==> src/rtl/jds_pkg.sv <==
// shared types, constants and register codes of the jukebox drive selector
package jds_pkg;

    localparam int MAX_DRIVES_DEF = 16;

    localparam int DRV_W      = 4;
    localparam int MASK_W     = 16;
    localparam int ELEM_W     = 16;
    localparam int TIME_W     = 32;
    localparam int SECS_W     = 16;
    localparam int COUNT_W    = 5;
    localparam int CFG_IDX_W  = 3;
    localparam int CFG_DATA_W = 16;

    localparam logic [COUNT_W-1:0] DRIVE_COUNT_RST = 5'd16;
    localparam logic [MASK_W-1:0]  PRESENT_RST     = 16'hFFFF;
    localparam logic [MASK_W-1:0]  OFFLINE_RST     = 16'h0000;
    localparam logic [SECS_W-1:0]  HYST_RST        = 16'd10;
    localparam logic [SECS_W-1:0]  TIMEOUT_RST     = 16'd600;

    typedef enum logic [2:0] {
        ST_HIT   = 3'd0,
        ST_EMPTY = 3'd1,
        ST_EVICT = 3'd2,
        ST_WAIT  = 3'd3,
        ST_PROBE = 3'd4
    } status_t;

    typedef enum logic [CFG_IDX_W-1:0] {
        CFG_DRIVE_COUNT = 3'd0,
        CFG_PRESENT     = 3'd1,
        CFG_OFFLINE     = 3'd2,
        CFG_HYST        = 3'd3,
        CFG_TIMEOUT     = 3'd4
    } cfg_reg_t;

    typedef struct packed {
        logic [COUNT_W-1:0] drive_count;
        logic [MASK_W-1:0]  present;
        logic [MASK_W-1:0]  offline;
        logic [SECS_W-1:0]  hyst;
        logic [SECS_W-1:0]  timeout;
    } cfg_t;

    typedef struct packed {
        logic               touch;
        logic               load;
        logic [DRV_W-1:0]   idx;
        logic [MASK_W-1:0]  unload;
        logic [ELEM_W-1:0]  elem;
        logic               flip;
        logic [TIME_W-1:0]  now;
    } tbl_upd_t;

    typedef struct packed {
        status_t            status;
        logic [DRV_W-1:0]   drive_index;
        logic               evicted_valid;
        logic [ELEM_W-1:0]  evicted_element;
        logic               evicted_flip;
        logic [MASK_W-1:0]  unloaded_mask;
    } result_t;

endpackage

==> src/rtl/jds_table.sv <==
// per-drive state table: loaded side, spin-up and access times
module jds_table #(
    parameter int MAX_DRIVES = jds_pkg::MAX_DRIVES_DEF
) (
    input  logic                                       clk,
    input  logic                                       rst_n,
    input  logic                                       fire,
    input  jds_pkg::tbl_upd_t                          upd,
    output logic [MAX_DRIVES-1:0]                      loaded,
    output logic [MAX_DRIVES-1:0][jds_pkg::ELEM_W-1:0] elem_arr,
    output logic [MAX_DRIVES-1:0]                      flip_arr,
    output logic [MAX_DRIVES-1:0][jds_pkg::TIME_W-1:0] spin_arr,
    output logic [MAX_DRIVES-1:0][jds_pkg::TIME_W-1:0] acc_arr
);
    import jds_pkg::*;

    localparam int IDX_W = (MAX_DRIVES > 1) ? $clog2(MAX_DRIVES) : 1;

    logic [MAX_DRIVES-1:0]             loaded_reg, loaded_next;
    logic [MAX_DRIVES-1:0][ELEM_W-1:0] elem_reg, elem_next;
    logic [MAX_DRIVES-1:0]             flip_reg, flip_next;
    logic [MAX_DRIVES-1:0][TIME_W-1:0] spin_reg, spin_next;
    logic [MAX_DRIVES-1:0][TIME_W-1:0] acc_reg, acc_next;
    logic [IDX_W-1:0]                  idx;

    assign idx = upd.idx[IDX_W-1:0];

    always_comb
    begin
        loaded_next = loaded_reg;
        elem_next   = elem_reg;
        flip_next   = flip_reg;
        spin_next   = spin_reg;
        acc_next    = acc_reg;
        if (fire)
        begin
            loaded_next = loaded_reg & ~upd.unload[MAX_DRIVES-1:0];
            if (upd.load)
            begin
                loaded_next[idx] = 1'b1;
                elem_next[idx]   = upd.elem;
                flip_next[idx]   = upd.flip;
                spin_next[idx]   = upd.now;
                acc_next[idx]    = upd.now;
            end
            if (upd.touch)
            begin
                acc_next[idx] = upd.now;
            end
        end
    end

    always_ff @(posedge clk or negedge rst_n)
    begin
        if (!rst_n)
        begin
            loaded_reg <= '0;
        end
        else
        begin
            loaded_reg <= loaded_next;
        end
    end

    // side data only counts while the loaded bit is set
    always_ff @(posedge clk)
    begin
        elem_reg <= elem_next;
        flip_reg <= flip_next;
        spin_reg <= spin_next;
        acc_reg  <= acc_next;
    end

    assign loaded   = loaded_reg;
    assign elem_arr = elem_reg;
    assign flip_arr = flip_reg;
    assign spin_arr = spin_reg;
    assign acc_arr  = acc_reg;

endmodule

==> config.mk <==
export PLATFORM = sky130hd
export DESIGN_NAME = jds_table
export DESIGN_NICKNAME = d
export VERILOG_FILES = /design/src/rtl/jds_pkg.sv /design/src/rtl/jds_table.sv
export SDC_FILE = /design/constraint.sdc
export NUM_CORES = 1
export LEC_CHECK = 0
export BUFFER_PORTS_ARGS = -buffer_cell sky130_fd_sc_hd__clkbuf_2
export CAP_MARGIN = 20
export CORE_AREA = 2 2 532 534
export DETAILED_ROUTE_END_ITERATION = 7
export DIE_AREA = 0 0 534 536
export PLACE_DENSITY_LB_ADDON = 0.1
export REMOVE_ABC_BUFFERS = 1
export SKIP_CTS_REPAIR_TIMING = 1
export SLEW_MARGIN = 10
export SYNTH_ARGS = -nofsm -noshare
export SYNTH_HDL_FRONTEND = slang
export SYNTH_SLANG_ARGS = --single-unit
==> constraint.sdc <==
create_clock -name clk -period 1.2 [get_ports clk]
set_clock_uncertainty 0.1 [all_clocks]
set_input_delay 0.06 -clock clk [delete_from_list [all_inputs] [get_ports clk]]
set_output_delay 0.06 -clock clk [all_outputs]
set_load 0.01 [all_outputs]
==> metrics.md <==
| Metric | Value |
|---|---|
| Register area share after synthesis | `0.853` |
| Post-Synth Adder-Cell Area | `0` |
| Crit Path Category | `reg2out` |
| Wire per inst | `~28 µm` |
| Post-route antenna net violation count | `0` |
| Initial Util | `0.164` |
| Post-synthesis mux area share | `0.128` |
| Ys Warns | `0` |
| Crit path max fanout | `2` |
| Largest net degree at the start of global routing | `65` |
| Crit path from | `acc_arr[150]$_DFFE_PP_` |
| Drt drc | `0` |
| Post-Synth XOR/XNOR Area | `0` |
| Power Density | `approximately 1600 nW/µm²` |
| Io pins | `1,386` |
| CP peak stage delay | `between 500 and 600 ps` |
| Die X | `534 µm` |
| Initial detailed-routing violation count | `1,613` |
| Drt total wl | `219,000 µm` |
| CP max-delay cell | `edfxtp_1` |
| CP cell instances | `buf_6` |
| Commonest non-fill, non-tap cell in the layout | `edfxtp_1` |
| Clk sinks | `about 1,300` |
| First-pass GRT wire length | `~280,000 µm` |
| Inserted Clock Buffers | `between 150 and 200` |
| Nets | `slightly above 4,000` |
| Port bufs | `1,385` |
| H-tree Lvls | `4` |
| Clock Latency Late Sink | `800 ps` |
| Core ar. | `between 200,000 and 300,000 µm²` |
| Share of the synthesized area in the top cell type | `0.845` |
| Clk Tree Root Cell | `clkbuf_16` |
| Period minus WS final | `1690 ps` |
| RSZ-0062 raised after global routing | `true` |
| Placer congestion estimate | `around 0.75` |
| CTS max path bufs | `4` |
| Critical Path Source Type | `flip-flop` |
| Fmax | `592 MHz` |
| #FFs+latches synth | `around 1,300` |
| Pleak | `roughly 26 nW` |
| CP Data Required Time | `approximately 1000 ps` |
| Final setup viols | `between 1,500 and 2,000` |
| Synth Area in Simple Gates | `0.00674` |
| Arrival @ worst endpoint | `approximately 1500 ps` |
| Synthesized area | `~46,000 µm²` |
| Area post-placement | `61,200 µm²` |
| Avg Inst Size Synth | `23.1 µm²` |
| Rel. slew slack | `0.489` |
| Vias in the first global route | `between 20,000 and 30,000` |
| DRT Pass-1 Iters | `5` |
| Die area | `around 290,000 µm²` |
| Final Slew Violations | `0` |
| CP delay by family, top | `flip-flops` |
| CP Buf/Inv Count | `1` |
| Failing checks | `hold timing, setup timing` |
| # rows | `about 200` |
| Finished Cell Area | `approximately 70,000 µm²` |
| Worst hold slack | `-45.4 ps` |
| Max-cap violations | `0` |
| Global Route Usage Sum | `0.144` |
| Hold Crit Class | `in2reg` |
| Largest family of logic cells by synthesized area | `multiplexers` |
| Vias/cell | `between 3 and 4` |
| Status | `finished, violations left` |
| RR Startpoint | `acc_arr[150]$_DFFE_PP_` |
| Initial antenna violation count | `32` |
| Setup ws final | `-489 ps` |
| Die H | `536 µm` |
| CTS tree | `done` |
| Hold path startpoint | `upd[65]` |
| Synth area leaders | `edfxtp_1 84%, mux2_2 9.1%, mux2_1 2.6%, mux2_4 0.98%, dfrtp_1 0.87%` |
| Commonest non-fill, non-tap cells in the layout | `1,296 x edfxtp_1, 1,013 x clkbuf_2, 374 x mux2_2` |
| Area grow syn2layout | `52.8%` |
| Worst Tran Pin Value | `763 ps` |
| Unique masters post-synth | `22` |
| Final Hold Fails | `19` |
| DR vias | `~28,000` |
| Cells after synthesis | `roughly 2,000` |
| Clock slew seen by the registers of the worst setup and hold paths | `60 ps` |
| Synth Area in Compound Gates | `0.00277` |
| Total gr overflow | `0` |
| VDD IR max | `between 1 and 1.5 mV` |
| HPWL Detailed | `approximately 160,000 µm` |
| Setup crit end kind | `primary output` |
| Post-synth top area cell | `edfxtp_1` |
| Proportion of layout cells with a drive suffix above 1 | `0.600` |
| Final worst-path cycle share | `1.41` |
-- area by class of cell --
| class | count | area [µm²] |
|---|---|---|
| Fill cell | 29100 | 210000 |
| Timing Repair Buffer | 1884 | 14600 |
| Tap cell | 3743 | 4680 |
| Multi-Input combinational cell | 589 | 6520 |
| Clock buffer | 212 | 4410 |
| Antenna cell | 9 | 22.5 |
| Sequential cell | 1312 | 39300 |
| Clock inverter | 88 | 855 |
-- layer usage --
layer / track usage / vias up / share of wire
met5: 0 / - / 0.00031
met4: 0.0444 / 10 / 0.030
met3: 0.0567 / 276 / 0.090
met2: 0.252 / 1121 / 0.50
met1: 0.160 / 14400 / 0.38
li1: - / 12000 / -
-- cells in the mapped netlist, drive strengths merged --
master,instances
edfxtp,1296
mux2,512
buf,53
clkbuf,40
nand2,18
nor2,17
a21o,16
dfrtp,16
nor3,10
nand2b,4
nor4,3
nand4b,2
or4,2
nand4,1
nand4bb,1
o211ai,1
or3,1
or4b,1
-- worst paths after layout --
| kind | endpoint | slack (ps) | cells after the start |
|---|---|---|---|
| min in group asynchronous | loaded[11]$_DFFE_PN0P_ | 300 | 3 |
| max in group asynchronous | loaded[2]$_DFFE_PN0P_ | 330 | 3 |
| worst min-delay path | acc_arr[390]$_DFFE_PP_ | -50 | 4 |
| worst max-delay path | acc_arr[150] | -490 | 1 |
| worst max register to register | acc_arr[150]$_DFFE_PP_ | -80 | 2 |
| worst min register to register | loaded[12]$_DFFE_PN0P_ | 370 | 1 |
-- kinds of logic (layout without fill, tap and decap cells) --
logic type	after synthesis	count (layout)
DFF	1312	1312
muxes	512	512
buffers and inverters	93	2184
and+or+nand+nor	60	60
AOI/OAI and AO/OA	17	17
other	0	9
-- power by group --
part | switching (mW) | leakage (nW) | internal, mW
clock | 20.7 | 2.57 | 29.2
combinational | 4.75 | 11.6 | 3.75
sequential | 0.780 | 12.3 | 52.2
-- per-stage QoR --
stage | power [mW] | util | TNS, ps | setup slack, ps | cells
global placement | 61.3 | 0.218 | -1089230 | -910 | 7319
detailed placement | 61.3 | 0.218 | -1104630 | -893 | 7319
CTS | 112 | 0.237 | -520980 | -634 | 7619
floorplan | 55.9 | - | -2475270 | -3140 | 1901
global route | 115 | 0.251 | -525640 | -552 | 7830
finish | 111 | 0.251 | -402500 | -489 | 7837
Note: power is estimated with default switching activity, not from simulation.
