===== config.mk =====
export PLATFORM = sky130hd
export DESIGN_NAME = jds_select
export DESIGN_NICKNAME = d
export VERILOG_FILES = /design/src/rtl/jds_pkg.sv /design/src/rtl/jds_select.sv
export SDC_FILE = /design/constraint.sdc
export NUM_CORES = 2
export LEC_CHECK = 0
export BUFFER_PORTS_ARGS = -buffer_cell sky130_fd_sc_hd__buf_2
export CORE_AREA = 2 2 601 603
export DETAILED_ROUTE_END_ITERATION = 12
export DIE_AREA = 0 0 603 605
export SLEW_MARGIN = 20
export SYNTH_ARGS = -nofsm -noshare
export SYNTH_HDL_FRONTEND = slang
export SYNTH_SLANG_ARGS = --single-unit

===== constraint.sdc =====
create_clock -name vclk -period 21.2
set_input_delay 3.18 -clock vclk [all_inputs]
set_output_delay 3.18 -clock vclk [all_outputs]
set_load 0.005 [all_outputs]

===== src/rtl/jds_pkg.sv =====
// shared types, constants and register codes of the jukebox drive selector
package jds_pkg;

    localparam int MAX_DRIVES_DEF = 16;

    localparam int DRV_W      = 4;
    localparam int MASK_W     = 16;
    localparam int ELEM_W     = 16;
    localparam int TIME_W     = 32;
    localparam int SECS_W     = 16;
    localparam int COUNT_W    = 5;
    localparam int CFG_IDX_W  = 3;
    localparam int CFG_DATA_W = 16;

    localparam logic [COUNT_W-1:0] DRIVE_COUNT_RST = 5'd16;
    localparam logic [MASK_W-1:0]  PRESENT_RST     = 16'hFFFF;
    localparam logic [MASK_W-1:0]  OFFLINE_RST     = 16'h0000;
    localparam logic [SECS_W-1:0]  HYST_RST        = 16'd10;
    localparam logic [SECS_W-1:0]  TIMEOUT_RST     = 16'd600;

    typedef enum logic [2:0] {
        ST_HIT   = 3'd0,
        ST_EMPTY = 3'd1,
        ST_EVICT = 3'd2,
        ST_WAIT  = 3'd3,
        ST_PROBE = 3'd4
    } status_t;

    typedef enum logic [CFG_IDX_W-1:0] {
        CFG_DRIVE_COUNT = 3'd0,
        CFG_PRESENT     = 3'd1,
        CFG_OFFLINE     = 3'd2,
        CFG_HYST        = 3'd3,
        CFG_TIMEOUT     = 3'd4
    } cfg_reg_t;

    typedef struct packed {
        logic [COUNT_W-1:0] drive_count;
        logic [MASK_W-1:0]  present;
        logic [MASK_W-1:0]  offline;
        logic [SECS_W-1:0]  hyst;
        logic [SECS_W-1:0]  timeout;
    } cfg_t;

    typedef struct packed {
        logic               touch;
        logic               load;
        logic [DRV_W-1:0]   idx;
        logic [MASK_W-1:0]  unload;
        logic [ELEM_W-1:0]  elem;
        logic               flip;
        logic [TIME_W-1:0]  now;
    } tbl_upd_t;

    typedef struct packed {
        status_t            status;
        logic [DRV_W-1:0]   drive_index;
        logic               evicted_valid;
        logic [ELEM_W-1:0]  evicted_element;
        logic               evicted_flip;
        logic [MASK_W-1:0]  unloaded_mask;
    } result_t;

endpackage


===== src/rtl/jds_select.sv =====
// hit lookup, drive choice on a miss and idle probe for one request
module jds_select #(
    parameter int MAX_DRIVES = jds_pkg::MAX_DRIVES_DEF
) (
    input  jds_pkg::cfg_t                              cfg,
    input  logic                                       kind,
    input  logic [jds_pkg::ELEM_W-1:0]                 shelf_element,
    input  logic                                       side_flip,
    input  logic [jds_pkg::TIME_W-1:0]                 now_secs,
    input  logic [MAX_DRIVES-1:0]                      loaded,
    input  logic [MAX_DRIVES-1:0][jds_pkg::ELEM_W-1:0] elem_arr,
    input  logic [MAX_DRIVES-1:0]                      flip_arr,
    input  logic [MAX_DRIVES-1:0][jds_pkg::TIME_W-1:0] spin_arr,
    input  logic [MAX_DRIVES-1:0][jds_pkg::TIME_W-1:0] acc_arr,
    output jds_pkg::result_t                           res,
    output jds_pkg::tbl_upd_t                          upd
);
    import jds_pkg::*;

    localparam int IDX_W  = (MAX_DRIVES > 1) ? $clog2(MAX_DRIVES) : 1;
    localparam int TREE_N = 1 << IDX_W;

    typedef struct packed {
        logic              valid;
        logic [IDX_W-1:0]  idx;
        logic [TIME_W-1:0] spin;
    } node_t;

    logic [COUNT_W-1:0]    n_eff;
    logic [MAX_DRIVES-1:0] in_use, hit_vec, match_vec, old_vec, empty_vec, idle_vec;
    logic [IDX_W-1:0]      hit_idx, match_idx, empty_idx, pick_idx;
    logic                  pick_ok;
    node_t                 node [1:2*TREE_N-1];

    always_comb
    begin
        n_eff = (cfg.drive_count > COUNT_W'(MAX_DRIVES)) ? COUNT_W'(MAX_DRIVES)
                                                         : cfg.drive_count;
        for (int i = 0; i < MAX_DRIVES; i++)
        begin
            in_use[i]    = COUNT_W'(i) < n_eff;
            hit_vec[i]   = loaded[i] && (elem_arr[i] == shelf_element)
                           && (flip_arr[i] == side_flip);
            match_vec[i] = in_use[i] && loaded[i] && (elem_arr[i] == shelf_element);
            // spin + hysteresis < now, kept 33 bits wide so nothing wraps
            old_vec[i]   = ({1'b0, spin_arr[i]} + {{(TIME_W-SECS_W+1){1'b0}}, cfg.hyst})
                           < {1'b0, now_secs};
            empty_vec[i] = in_use[i] && !loaded[i] && !cfg.offline[i] && cfg.present[i];
            idle_vec[i]  = loaded[i]
                           && (({1'b0, acc_arr[i]}
                                + {{(TIME_W-SECS_W+1){1'b0}}, cfg.timeout})
                               < {1'b0, now_secs});
        end
    end

    // first hit, first same-platter drive, last empty drive
    always_comb
    begin
        hit_idx   = '0;
        match_idx = '0;
        empty_idx = '0;
        for (int i = MAX_DRIVES - 1; i >= 0; i--)
        begin
            if (hit_vec[i])
            begin
                hit_idx = IDX_W'(i);
            end
            if (match_vec[i])
            begin
                match_idx = IDX_W'(i);
            end
        end
        for (int i = 0; i < MAX_DRIVES; i++)
        begin
            if (empty_vec[i])
            begin
                empty_idx = IDX_W'(i);
            end
        end
    end

    // oldest spin-up among displaceable drives, lower index wins ties
    always_comb
    begin
        for (int k = 0; k < TREE_N; k++)
        begin
            if (k < MAX_DRIVES)
            begin
                node[TREE_N+k].valid = in_use[k] && loaded[k] && old_vec[k];
                node[TREE_N+k].idx   = IDX_W'(k);
                node[TREE_N+k].spin  = spin_arr[k];
            end
            else
            begin
                node[TREE_N+k] = '0;
            end
        end
        for (int k = TREE_N - 1; k >= 1; k--)
        begin
            if (node[2*k+1].valid
                && (!node[2*k].valid || (node[2*k+1].spin < node[2*k].spin)))
            begin
                node[k] = node[2*k+1];
            end
            else
            begin
                node[k] = node[2*k];
            end
        end
    end

    always_comb
    begin
        res        = '0;
        res.status = ST_WAIT;
        upd        = '0;
        upd.elem   = shelf_element;
        upd.flip   = side_flip;
        upd.now    = now_secs;
        pick_ok    = 1'b0;
        pick_idx   = '0;
        if (kind)
        begin
            res.status        = ST_PROBE;
            res.unloaded_mask = MASK_W'(idle_vec);
            upd.unload        = MASK_W'(idle_vec);
        end
        else if (|hit_vec)
        begin
            res.status      = ST_HIT;
            res.drive_index = DRV_W'(hit_idx);
            upd.touch       = 1'b1;
            upd.idx         = DRV_W'(hit_idx);
        end
        else
        begin
            if (|match_vec)
            begin
                // other side of the same platter: displace it or wait
                pick_ok  = old_vec[match_idx];
                pick_idx = match_idx;
            end
            else if (|empty_vec)
            begin
                pick_ok  = 1'b1;
                pick_idx = empty_idx;
            end
            else
            begin
                pick_ok  = node[1].valid;
                pick_idx = node[1].idx;
            end
            if (pick_ok)
            begin
                upd.load        = 1'b1;
                upd.idx         = DRV_W'(pick_idx);
                res.drive_index = DRV_W'(pick_idx);
                if (loaded[pick_idx])
                begin
                    res.status          = ST_EVICT;
                    res.evicted_valid   = 1'b1;
                    res.evicted_element = elem_arr[pick_idx];
                    res.evicted_flip    = flip_arr[pick_idx];
                end
                else
                begin
                    res.status = ST_EMPTY;
                end
            end
        end
    end

endmodule


==> reports/results.tsv <==
metric	value	unit
Multi-input gate area	74000	um2
pin count of the biggest net entering global routing	39	
GR Overflow Total	0	
Starting Density	20.8	%
post-synthesis xor/xnor area fraction	14.3	%
fill count	38880	
count leader, synth	ha_1	
Ys Warns	0	
sequential cell count	0	
die width	603	um
Fin. Hold Viols	0	
FF+latch area	0	um2
Via density	5.19	
DIE HEIGHT	605	um
Nets	16416	
global-route wire length before repair	666000	um
routed wire length	503000	um
peak supply drop	0.0593	mV
fin worst setup slack	-0.00201	ns
Critical Path AT	18.02	ns
clk_buf instances	0	
Post-DRT Antenna Nets	0	
Worst EP required	18.02	ns
WHS Endpoint	upd[5]	
Switching Fraction	55.1	%
# DRC	0	
worst-path fanout max	7	
vias in the first global route	86654	
pwr dens	46.4	nW/um2
largest family of logic cells by synthesized area	adder cells	
sequential share of power	0	%
Final Max Tran Viols	0	
Clk pwr share	0	%
Crit path largest cell delay	0.57	ns
GR peak layer	met2	
core box area	358000	um2
P_int	2.19	mW
post-synth cell types	112	
hold crit path type	input pin to output pin	
synthesized area	74500	um2
Synth Area in Simple Gates	17.4	%
GRT Total Usage	25.9	%
Hold Path Stages	2	
Slew headroom	5.67	%
top cells by area, synth	ha_1, xnor2_1, a21oi_1	
vias	93201	
DR pass1 iterations	8	
GPL Wtd Cong	1.07	
final period utilization	100	%
M3 GR Usage	5.62	%
Tmin final	21.20	ns
Layout area overhead	40.8	%
failing checks	setup timing	
Yosys top cell by area	ha_1	
Min-Delay Startpoint	now_secs[5]	
register area share after synthesis	0	%
top cells by count, synth	ha_1, a21oi_1, xnor2_1	
Post-DP HPWL	437000	um
Initial DRC Count	8833	
P_sw	2.68	mW
Startpoint Class	input pin	
Cells after Synth	9996	
Crit-path slowest cell	or4_4	
top cell type's share of synthesized area	33.0	%
Pleak	52.0	nW
Finish-stage setup viols	1	
fin util	29.3	%
status	complete, but fails checks	
M2 GR Usage	40.0	%
setup repair after global routing missed its margin	yes	
wire per inst	28.0	um
io pins	1543	
die area	365000	um2
number of core rows	220	
Comb pwr share	100.0	%
Tightest Pin Transition	1.41	ns
CP Capture Type	output pin	
layout cells sized above 1	29.9	%
Buffers on Ports	1543	
initial antenna violation count	289	
mux share of post-synthesis cell area	5.05	%
Synth Area in Compound Gates	23.8	%
Max Fclk	0.0472	GHz
Synth Area in Adders	33.8	%
Post-Place Worst Slack	-2.34	ns
Avg Synthesized Cell Area	7.46	um2
syn nets	13424	
critical path type	input pin to output pin	
grt met1 use	31.8	%
max-cap viol count	0	
## how the worst max path moves through the flow
stage                        from  endpoint  cells past startpoint
after global routing      cfg[17]   res[27]                     92
after floorplan           cfg[17]   res[24]                     78
after detailed placement  cfg[17]   res[20]                     76
after CTS                 cfg[17]   res[20]                     89
final                     cfg[17]   res[27]                     90
after global placement    cfg[17]   res[20]                     76
## routing by layer
layer	wire, um	vias up
li1	-	42860
met1	198000	43999
met2	215000	5001
met3	48000	1275
met4	42300	66
met5	419	-
## per-stage QoR
| stage | cells | TNS [ns] | total power, mW | instance area (um2) | hold slack [ns] |
|---|---|---|---|---|---|
| after floorplan | 9996 | 0 | 2.24 | 74500 | 6.44 |
| after global placement | 17591 | -41.31 | 4.09 | 98800 | 6.55 |
| after detailed placement | 17591 | -46.51 | 4.10 | 98800 | 6.55 |
| after CTS | 17664 | -0.146 | 4.48 | 101000 | 6.55 |
| after global routing | 17875 | -10.55 | 5.19 | 105000 | 6.56 |
| final | 17941 | -0.00201 | 4.87 | 105000 | 6.55 |
## final cells by class
type / count / share of cell area (%)
multi-input combinational: 9000 / 70.5
timing repair buffer: 3209 / 20.6
tap: 4773 / 5.69
inverter: 777 / 2.80
antenna: 182 / 0.434
## cells by family (layout without fill, tap and decap cells)
logic type | Yosys count | after routing
multiplexers | 372 | 372
AO/OA/AOI/OAI | 2792 | 2793
AND/OR/NAND/NOR | 2617 | 2618
XOR/XNOR | 1220 | 1220
adder cells (fa/ha/maj) | 1997 | 1997
buffers and inverters | 998 | 3986
other | 0 | 182
## power by group through the flow
stage                     logic [mW]  registers, mW  clock network, mW
after global routing            5.19              0        0.000000601
after detailed placement        4.10              0                  0
after global placement          4.09              0                  0
after CTS                       4.48              0                  0
final                           4.87              0        0.000000825
after floorplan                 2.24              0                  0
## cells in the final DEF, fill, tap and decap left out, types with 111 or more instances in the layout
cell type  netlist  layout
buf_4           86    1532
diode_2          0     182
nand2b_1       117     116
a21oi_2          1     134
inv_1          773     735
nor3_1         130     111
mux2i_1        344     262
nand3_1        301     290
a21o_1         414     413
o21bai_1       302     292
xor2_1         308     308
nand2_1        688     670
nand4_1        252     252
nor2b_1        136     123
nor2_1         580     560
ha_1          1965    1926
a21oi_1        971     834
xnor2_1        912     910
buf_2            9    1530
o21ai_0        464     389
## critical path, delay by kind of cell
kind	cells	cell delay (ns)
fa+ha+maj	5	1.25
mux	2	0.49
compound gates	46	7.59
simple gates	19	2.85
buf+inv	17	2.40
xor+xnor	1	0.15
## what timing repair did
| action | in CTS | in global routing |
|---|---|---|
| resized for setup | 358 | 520 |
| cloned | 12 | 9 |
| buffers inserted | 61 | 97 |
| pin swaps | 109 | 278 |
| endpoints found under the setup margin | 28 | 28 |
| hold buffers | 0 | 0 |
| hold endpoints to repair | 0 | 0 |
No activity file was read; power rests on OpenSTA's default activity.
